===== src/sv/dvru_pkg.sv =====
// Shared types and constants of the distance-vector route update unit.
package dvru_pkg;

  // Request codes
  localparam logic [1:0] REQ_LOAD = 2'd0;
  localparam logic [1:0] REQ_ADV  = 2'd1;
  localparam logic [1:0] REQ_READ = 2'd2;

  // Result status codes
  localparam logic [3:0] ST_UPDATED     = 4'd0;
  localparam logic [3:0] ST_UNCHANGED   = 4'd1;
  localparam logic [3:0] ST_ADDED       = 4'd2;
  localparam logic [3:0] ST_FULL        = 4'd3;
  localparam logic [3:0] ST_NO_NEIGHBOR = 4'd4;
  localparam logic [3:0] ST_SELF        = 4'd5;
  localparam logic [3:0] ST_LOADED      = 4'd6;
  localparam logic [3:0] ST_READ_OK     = 4'd7;
  localparam logic [3:0] ST_EMPTY       = 4'd8;

  // Port to node id mapping
  localparam logic [15:0] PORT_BASE = 16'd10000;
  localparam logic [15:0] ID_BASE   = 16'd65;

  // Configuration register map
  localparam int unsigned PADDR_W   = 3;
  localparam logic        REG_OWN_ID = 1'b0;
  localparam logic [7:0]  OWN_ID_RESET = 8'd65;

  typedef struct packed {
    logic [1:0]  req_type;
    logic [15:0] neighbor_port;
    logic [7:0]  dest_id;
    logic [15:0] adv_cost;
    logic [4:0]  read_index;
  } request_t;

  typedef struct packed {
    logic [3:0]  status;
    logic [7:0]  entry_dest;
    logic [15:0] entry_cost;
    logic [15:0] entry_port;
    logic        entry_valid;
  } result_t;

  // One route table word
  typedef struct packed {
    logic [7:0]  dest;
    logic [15:0] cost;
    logic [15:0] port;
  } route_t;

  // Controller to datapath
  typedef struct packed {
    logic capture;
    logic scan_rd;
    logic idx_rd;
    logic decide;
  } dp_cmd_t;

  // Datapath to controller
  typedef struct packed {
    logic count_zero;
    logic scan_last;
  } dp_status_t;

endpackage


===== src/sv/dvru_ram.sv =====
// Generic single-write, single-read RAM with registered read data.
module dvru_ram #(
  parameter int unsigned WIDTH = 40,
  parameter int unsigned DEPTH = 32
) (
  input  logic                     clk,
  input  logic                     we,
  input  logic [$clog2(DEPTH)-1:0] waddr,
  input  logic [WIDTH-1:0]         wdata,
  input  logic                     re,
  input  logic [$clog2(DEPTH)-1:0] raddr,
  output logic [WIDTH-1:0]         rdata
);

  logic [WIDTH-1:0] mem [DEPTH];

  always_ff @(posedge clk) begin
    if (we) begin
      mem[waddr] <= wdata;
    end
    if (re) begin
      rdata <= mem[raddr];
    end
  end

endmodule


===== src/sv/dvru_ctrl.sv =====
// Controller state machine of the route update unit.
module dvru_ctrl import dvru_pkg::*; (
  input  logic       clk,
  input  logic       rst,
  input  logic       start,
  input  logic [1:0] req_type,
  input  dp_status_t dp_status,
  output dp_cmd_t    dp_cmd,
  output logic       busy
);

  typedef enum logic [4:0] {
    S_IDLE    = 5'b00001,
    S_RDISSUE = 5'b00010,
    S_SCAN    = 5'b00100,
    S_DRAIN   = 5'b01000,
    S_DECIDE  = 5'b10000
  } state_t;

  state_t state, state_next;

  always_ff @(posedge clk) begin
    if (rst) begin
      state <= S_IDLE;
    end else begin
      state <= state_next;
    end
  end

  always_comb begin
    state_next = state;
    dp_cmd     = '0;
    unique case (state)
      S_IDLE: begin
        if (start) begin
          dp_cmd.capture = 1'b1;
          case (req_type) inside
            REQ_LOAD, REQ_ADV: begin
              state_next = dp_status.count_zero ? S_DECIDE : S_SCAN;
            end
            REQ_READ: state_next = S_RDISSUE;
            default:  state_next = S_DECIDE;
          endcase
        end
      end
      S_RDISSUE: begin
        dp_cmd.idx_rd = 1'b1;
        state_next    = S_DECIDE;
      end
      S_SCAN: begin
        dp_cmd.scan_rd = 1'b1;
        if (dp_status.scan_last) begin
          state_next = S_DRAIN;
        end
      end
      S_DRAIN: begin
        state_next = S_DECIDE;
      end
      S_DECIDE: begin
        dp_cmd.decide = 1'b1;
        state_next    = S_IDLE;
      end
      default: begin
        state_next = S_IDLE;
      end
    endcase
  end

  assign busy = (state != S_IDLE);

endmodule


===== src/sv/dvru_datapath.sv =====
// Datapath of the route update unit: request hold, table scan and relaxation.
module dvru_datapath import dvru_pkg::*; #(
  parameter int unsigned TABLE_ENTRIES = 32
) (
  input  logic       clk,
  input  logic       rst,
  input  request_t   request,
  input  logic [7:0] own_id,
  input  dp_cmd_t    dp_cmd,
  output dp_status_t dp_status,
  output logic       done,
  output result_t    result
);

  localparam int unsigned IDX_W = $clog2(TABLE_ENTRIES);
  localparam int unsigned CNT_W = $clog2(TABLE_ENTRIES + 1);

  request_t         rq;
  logic [7:0]       nb_id;
  logic             rd_ok;
  logic [IDX_W-1:0] scan_addr;
  logic             cmp_vld;
  logic [IDX_W-1:0] cmp_idx;
  logic             nb_hit;
  logic [15:0]      nb_cost;
  logic             dst_hit;
  logic [IDX_W-1:0] dst_idx;
  logic [15:0]      dst_cost;
  logic [15:0]      dst_port;
  logic [CNT_W-1:0] count;

  logic             ram_we;
  logic [IDX_W-1:0] ram_waddr;
  route_t           ram_wdata;
  logic             ram_re;
  logic [IDX_W-1:0] ram_raddr;
  logic [$bits(route_t)-1:0] ram_rdata_raw;
  route_t           ram_rdata;

  logic [16:0]      cand_sum;
  logic [15:0]      cand;
  logic             full;
  logic             count_inc;
  result_t          result_next;

  assign ram_rdata = route_t'(ram_rdata_raw);
  assign ram_re    = dp_cmd.scan_rd | dp_cmd.idx_rd;
  assign ram_raddr = dp_cmd.scan_rd ? scan_addr : IDX_W'(rq.read_index);

  dvru_ram #(
    .WIDTH ($bits(route_t)),
    .DEPTH (TABLE_ENTRIES)
  ) u_table (
    .clk   (clk),
    .we    (ram_we),
    .waddr (ram_waddr),
    .wdata (ram_wdata),
    .re    (ram_re),
    .raddr (ram_raddr),
    .rdata (ram_rdata_raw)
  );

  assign dp_status.count_zero = (count == '0);
  assign dp_status.scan_last  = ((CNT_W'(scan_addr) + CNT_W'(1)) == count);

  // Hold the request and clear the scan results on accept
  always_ff @(posedge clk) begin
    if (dp_cmd.capture) begin
      rq    <= request;
      nb_id <= 8'(request.neighbor_port - PORT_BASE + ID_BASE);
      rd_ok <= ({{CNT_W{1'b0}}, request.read_index} < {5'd0, count});
    end
  end

  // Scan: one table read per cycle, compare on the cycle after
  always_ff @(posedge clk) begin
    if (rst) begin
      cmp_vld <= 1'b0;
    end else begin
      cmp_vld <= dp_cmd.scan_rd;
    end
  end

  always_ff @(posedge clk) begin
    if (dp_cmd.capture) begin
      scan_addr <= '0;
      nb_hit    <= 1'b0;
      dst_hit   <= 1'b0;
    end else begin
      if (dp_cmd.scan_rd) begin
        scan_addr <= scan_addr + IDX_W'(1);
        cmp_idx   <= scan_addr;
      end
      if (cmp_vld) begin
        if (!nb_hit && ram_rdata.dest == nb_id) begin
          nb_hit  <= 1'b1;
          nb_cost <= ram_rdata.cost;
        end
        if (!dst_hit && ram_rdata.dest == rq.dest_id) begin
          dst_hit  <= 1'b1;
          dst_idx  <= cmp_idx;
          dst_cost <= ram_rdata.cost;
          dst_port <= ram_rdata.port;
        end
      end
    end
  end

  assign cand_sum = {1'b0, rq.adv_cost} + {1'b0, nb_cost};
  assign cand     = cand_sum[16] ? 16'hFFFF : cand_sum[15:0];
  assign full     = (count == CNT_W'(TABLE_ENTRIES));

  // Relax, load or read, then form the result
  always_comb begin
    ram_we      = 1'b0;
    ram_waddr   = count[IDX_W-1:0];
    ram_wdata   = '{dest: rq.dest_id, cost: rq.adv_cost, port: rq.neighbor_port};
    count_inc   = 1'b0;
    result_next = '{status: ST_EMPTY, entry_dest: 8'd0, entry_cost: 16'd0,
                    entry_port: 16'd0, entry_valid: 1'b0};
    case (rq.req_type)
      REQ_LOAD: begin
        result_next = '{status: ST_LOADED, entry_dest: rq.dest_id,
                        entry_cost: rq.adv_cost, entry_port: rq.neighbor_port,
                        entry_valid: 1'b1};
        if (dst_hit) begin
          ram_we    = 1'b1;
          ram_waddr = dst_idx;
        end else if (full) begin
          result_next.status      = ST_FULL;
          result_next.entry_valid = 1'b0;
        end else begin
          ram_we    = 1'b1;
          count_inc = 1'b1;
        end
      end
      REQ_ADV: begin
        ram_wdata.cost = cand;
        result_next = '{status: ST_ADDED, entry_dest: rq.dest_id,
                        entry_cost: cand, entry_port: rq.neighbor_port,
                        entry_valid: 1'b1};
        if (!nb_hit) begin
          result_next.status      = ST_NO_NEIGHBOR;
          result_next.entry_cost  = rq.adv_cost;
          result_next.entry_valid = 1'b0;
        end else if (dst_hit) begin
          if (cand < dst_cost) begin
            ram_we             = 1'b1;
            ram_waddr          = dst_idx;
            result_next.status = ST_UPDATED;
          end else begin
            result_next.status     = ST_UNCHANGED;
            result_next.entry_cost = dst_cost;
            result_next.entry_port = dst_port;
          end
        end else if (rq.dest_id == own_id) begin
          result_next.status      = ST_SELF;
          result_next.entry_valid = 1'b0;
        end else if (full) begin
          result_next.status      = ST_FULL;
          result_next.entry_valid = 1'b0;
        end else begin
          ram_we    = 1'b1;
          count_inc = 1'b1;
        end
      end
      REQ_READ: begin
        if (rd_ok) begin
          result_next = '{status: ST_READ_OK, entry_dest: ram_rdata.dest,
                          entry_cost: ram_rdata.cost, entry_port: ram_rdata.port,
                          entry_valid: 1'b1};
        end
      end
      default: begin
      end
    endcase
    if (!dp_cmd.decide) begin
      ram_we    = 1'b0;
      count_inc = 1'b0;
    end
  end

  always_ff @(posedge clk) begin
    if (rst) begin
      count <= '0;
      done  <= 1'b0;
    end else begin
      done <= dp_cmd.decide;
      if (count_inc) begin
        count <= count + CNT_W'(1);
      end
    end
  end

  always_ff @(posedge clk) begin
    if (dp_cmd.decide) begin
      result <= result_next;
    end
  end

`ifndef SYNTH
  a_count_bound: assert property (@(posedge clk) disable iff (rst)
    count <= CNT_W'(TABLE_ENTRIES))
    else $error("route count beyond table size");

  a_drained: assert property (@(posedge clk) disable iff (rst)
    dp_cmd.decide |-> !cmp_vld && !dp_cmd.scan_rd)
    else $error("decision taken before the scan drained");
`endif

endmodule


===== src/sv/distance_vector_route_update_unit.sv =====
// Top level of the distance-vector route update unit with its APB register.
// Load and advertisement: after accept, the table is scanned, one entry read per
// cycle over the routes held (skipped on an empty table), then drained and decided;
// a read issues one indexed table read, then decides; an unused request code decides at once.
// The next item is taken in the cycle the result is strobed.
// Reset (rst, synchronous): empties the table, sets own_id to 65, no clear pass.
module distance_vector_route_update_unit import dvru_pkg::*; #(
  parameter int unsigned TABLE_ENTRIES = 32
) (
  input  logic               clk,
  input  logic               rst,
  input  logic               start,
  output logic               busy,
  input  request_t           request,
  output logic               done,
  output result_t            result,
  input  logic               psel,
  input  logic               penable,
  input  logic               pwrite,
  input  logic [PADDR_W-1:0] paddr,
  input  logic [31:0]        pwdata,
  output logic [31:0]        prdata,
  output logic               pready
);

  dp_cmd_t    dp_cmd;
  dp_status_t dp_status;
  logic [7:0] own_id;
  logic       cfg_write;
  logic       accept;

  // Configuration: one register, own_id, at byte address 0
  assign pready    = 1'b1;
  assign cfg_write = psel & penable & pwrite & pready;

  always_ff @(posedge clk) begin
    if (rst) begin
      own_id <= OWN_ID_RESET;
    end else if (cfg_write && paddr[PADDR_W-1] == REG_OWN_ID) begin
      own_id <= pwdata[7:0];
    end
  end

  // Decode the read address; anything past the map reads zero
  always_comb begin
    prdata = 32'd0;
    unique case (paddr[PADDR_W-1])
      REG_OWN_ID: prdata = {24'd0, own_id};
      default:    prdata = 32'd0;
    endcase
  end

  assign accept = start & ~busy;

  // Sequence the scan and the decision
  dvru_ctrl u_ctrl (
    .clk       (clk),
    .rst       (rst),
    .start     (start),
    .req_type  (request.req_type),
    .dp_status (dp_status),
    .dp_cmd    (dp_cmd),
    .busy      (busy)
  );

  // Hold the table, compare, relax and register the result item
  dvru_datapath #(
    .TABLE_ENTRIES (TABLE_ENTRIES)
  ) u_datapath (
    .clk       (clk),
    .rst       (rst),
    .request   (request),
    .own_id    (own_id),
    .dp_cmd    (dp_cmd),
    .dp_status (dp_status),
    .done      (done),
    .result    (result)
  );

`ifndef SYNTH
  a_accept_busy: assert property (@(posedge clk) disable iff (rst)
    accept |=> busy)
    else $error("item accepted but unit not busy");

  a_done_after_work: assert property (@(posedge clk) disable iff (rst)
    done |-> $past(busy))
    else $error("result strobed without work in progress");

  a_single_strobe: assert property (@(posedge clk) disable iff (rst)
    done |=> !done)
    else $error("result strobed on two cycles in a row");

  a_capture_idle: assert property (@(posedge clk) disable iff (rst)
    dp_cmd.capture |-> accept)
    else $error("request captured outside an accept");
`endif

endmodule

===== config.mk =====
export PLATFORM = sky130hd
export DESIGN_NAME = distance_vector_route_update_unit
export DESIGN_NICKNAME = d
export VERILOG_FILES = /design/src/sv/dvru_pkg.sv /design/src/sv/dvru_ram.sv /design/src/sv/dvru_ctrl.sv /design/src/sv/dvru_datapath.sv /design/src/sv/distance_vector_route_update_unit.sv
export SDC_FILE = /design/constraint.sdc
export NUM_CORES = 2
export LEC_CHECK = 0
export BUFFER_PORTS_ARGS = -buffer_cell sky130_fd_sc_hd__buf_2
export CORE_ASPECT_RATIO = 1.75
export CORE_UTILIZATION = 56
export CTS_BUF_LIST = sky130_fd_sc_hd__clkbuf_4 sky130_fd_sc_hd__clkbuf_8 sky130_fd_sc_hd__clkbuf_16
export CTS_CLUSTER_SIZE = 30
export DETAILED_ROUTE_END_ITERATION = 10
export GPL_TIMING_DRIVEN = 0
export HOLD_SLACK_MARGIN = 0.1
export PLACE_DENSITY = 0.83
export SETUP_SLACK_MARGIN = 0.02
export SLEW_MARGIN = 20
export SYNTH_ARGS = -nofsm -noshare
export SYNTH_HDL_FRONTEND = slang
export SYNTH_SLANG_ARGS = --single-unit
export TNS_END_PERCENT = 100

===== constraint.sdc =====
create_clock -name clk -period 8.5 [get_ports clk]
set_clock_uncertainty 0.2 [all_clocks]
set_input_delay 0.425 -clock clk [delete_from_list [all_inputs] [get_ports clk]]
set_output_delay 0.425 -clock clk [all_outputs]
set_load 0.01 [all_outputs]

==> metrics <==
number of flops mapped to enable cells by yosys 1,479; leading cell type in the layout, fill and taps excluded edfxtp_1; Max clock buf depth 3; Hold Vio Cnt, Final 0; largest net degree at the start of global routing 36; CTS tree built; Slew Limit Fails 0; CP max stage delay 0.79 ns; share of cells above drive strength 1 13.53%; die height 440.6 um; initial antenna violation count 15; Remaining Overflow, GRT 0; CP cell instances ha_1 > fa_1 > a211oi_2 > o21ai_0 > a211o_1 > nand2_1 > clkbuf_1 > nand2_1 > ha_1 > nand4_1 > nor4_2 > nor2_1 > a31oi_1 > o21ai_1 > a21o_1 > buf_4 > o41ai_2 > buf_4 > buf_2 > buf_4 > buf_2; Hold Slack 0.1711 ns; Post-CTS Setup Bufs 0; Slew Limit Headroom 15.15%; fraction of registers with async set/reset 0%; setup_tns 0 ns; GR Layer Usage met3 8.670%; CTS hold repair buffers 68; P_leak 24.66 nW; antenna-violating nets left 0; slew at the pin closest to its max-slew limit 1.261 ns; worst min-delay path class in2reg; met1 usage 39.47%; post-synthesis register bit count 1,507; Area Overhead vs Synth 17.29%; startpoint types flip-flop; Min-Delay Startpoint request[39]; Starting Density 56.62%; RSZ-0062 raised after global routing no; most frequent cells in the layout edfxtp_1, nand2_1, nand3_1; post-synthesis sequential area ratio 73.07%; fmax 130.4 MHz; slowest CP cell clkbuf_1; TritonRoute pass-1 iters 9; post-synthesis cell type count 72; post-detail-place hpwl 136,600 um; total track usage 35.60%; global routing usage on met2 57.62%; Rows 160; CTS buffer count 119; total vias in the final route 43,460; max-capacitance violation count 0; Multi-input gate area 0.01557 sq mm; Nets 5,164; die span in x 252.6 um; Top delay family on crit path compound AO/OA/AOI/OAI gates; Setup CP Type reg2reg; Core ar. 0.1087 sq mm; CP endpoint kind flip-flop; register area 0.04497 sq mm; cts repair resizes 0; fin crit period 7.667 ns; Final Wtd Congestion 1.022; Skew-Pair Late Insertion Delay 0.77 ns; IO Count 168; P per Cell Area 226.6 mW/mm^2; GRT busiest layer met2; Crit Path Max Fanout 10; vias in the first global route 42,380; buffers and inverters on the worst path 6; Peak VDD IR 0.1840 mV; Mapped Cells 4,525; Layout Utilization 66.41%; wirelength, routed 197,500 um; Root Driver clkbuf_16; H-tree depth 3; DRT iter0 DRCs 6,538; Final Total Pwr 0.01636 W; Final Cycle Share 90.20%; Syn. warnings 0; CP startpoint u_datapath.rq[5]; Post-Syn Area 0.06155 sq mm; Post-route DRC 0; Avg Inst Size Synth 13.60 sq um; most used cell, CP buf_4; reg-to-reg critical path startpoint u_datapath.rq[5]; Fillers 6,924; wire per inst 29.88 um; I/O Buffers 115; via density per instance 6.576; Clk pin slew, worst setup/hold paths 0.07 ns; crit path DAT 7.93 ns; first-pass GRT wire length 280,400 um; number of clock sinks 1,507; WP data required 8.76 ns; Die ar. 0.1113 sq mm; outcome complete, no violations; commonest register cell after synthesis edfxtp_1; final setup violation count 0
==> per-stage QoR <==
step | setup WS [ns] | std cells | instance area, sq um
3_5_place_dp | 0.9919 | 6300 | 67180
4_1_cts | 1.003 | 6591 | 72060
6_report | 0.8329 | 6608 | 72190
2_1_floorplan | -0.3195 | 4548 | 61640
5_1_grt | 0.5257 | 6598 | 72170
3_3_place_gp | -6.066 | 6121 | 64040
==> cells in the mapped netlist (17+ instances only) <==
library cell | count | area, sq um
edfxtp_1 | 1479 | 44410
nand2_1 | 1038 | 3896
nand3_1 | 356 | 1782
a311oi_1 | 320 | 2803
clkbuf_1 | 243 | 912.1
and3_1 | 178 | 1114
a211oi_1 | 166 | 1246
nor2_1 | 76 | 285.3
a21oi_1 | 56 | 280.3
inv_1 | 55 | 206.5
nor4_1 | 45 | 281.5
o21ai_0 | 42 | 210.2
buf_2 | 40 | 200.2
buf_4 | 39 | 292.8
ha_1 | 39 | 488.0
xnor2_1 | 29 | 254.0
dfxtp_1 | 28 | 560.5
xor2_1 | 23 | 201.4
nand4_1 | 21 | 131.4
buf_1 | 18 | 67.56
a221o_1 | 17 | 170.2
nor2b_1 | 17 | 106.4
==> final cells by class <==
class                           count  area share (%)
Sequential cell                  1507           62.30
Timing Repair Buffer              367           5.222
Buffer                            351           2.239
Tap cell                         1458           2.527
Antenna cell                       12         0.04160
Inverter                           56          0.2946
Clock inverter                     89           1.510
Multi-Input combinational cell   2634           21.56
Clock buffer                      134           4.305
==> where the power goes <==
part / internal, W / switching [W] / total (W) / leakage [nW]
sequential: 0.00836 / 0.0000913 / 0.00845 / 13.5
combinational: 0.000522 / 0.00140 / 0.00192 / 9.06
clock: 0.00332 / 0.00266 / 0.00598 / 2.05
==> final timing paths <==
| path | cells past startpoint | slack [ns] | endpoint |
|---|---|---|---|
| setup / recovery | 21 | 0.83 | u_datapath.u_table.mem[20][14] |
| hold reg to reg | 0 | 0.24 | u_datapath.dst_port[0] |
| setup reg to reg | 21 | 0.83 | u_datapath.u_table.mem[20][14] |
| hold / removal | 2 | 0.17 | u_datapath.ram_wdata[10] |
==> cell families after synthesis <==
family | after synthesis | share of synthesized area [%]
AO/OA/AOI/OAI | 698 | 8.904
XOR/XNOR | 52 | 0.7399
adder cells (fa/ha/maj) | 40 | 0.8253
buffers and inverters | 407 | 2.941
flip-flops | 1507 | 73.07
multiplexers | 24 | 0.4309
other | 2 | 0.01220
AND/OR/NAND/NOR | 1795 | 13.08
==> flip-flops by register name (all words and copies together) (netlist names), 16 cells and up <==
name                      count
u_datapath.result            45
u_datapath.nb_cost           16
u_datapath.ram_wdata         24
u_datapath.u_table.rdata     40
u_datapath.u_table.mem     1280
u_datapath.rq                23
u_datapath.dst_cost          16
u_datapath.dst_port          16
==> metal layers <==
metal,part of all wire (%),routed length (um)
met5,0.037,73
met4,10,20390
met3,12,23460
met2,47,93100
met1,31,60450
Note: power is estimated with default switching activity, not from simulation.
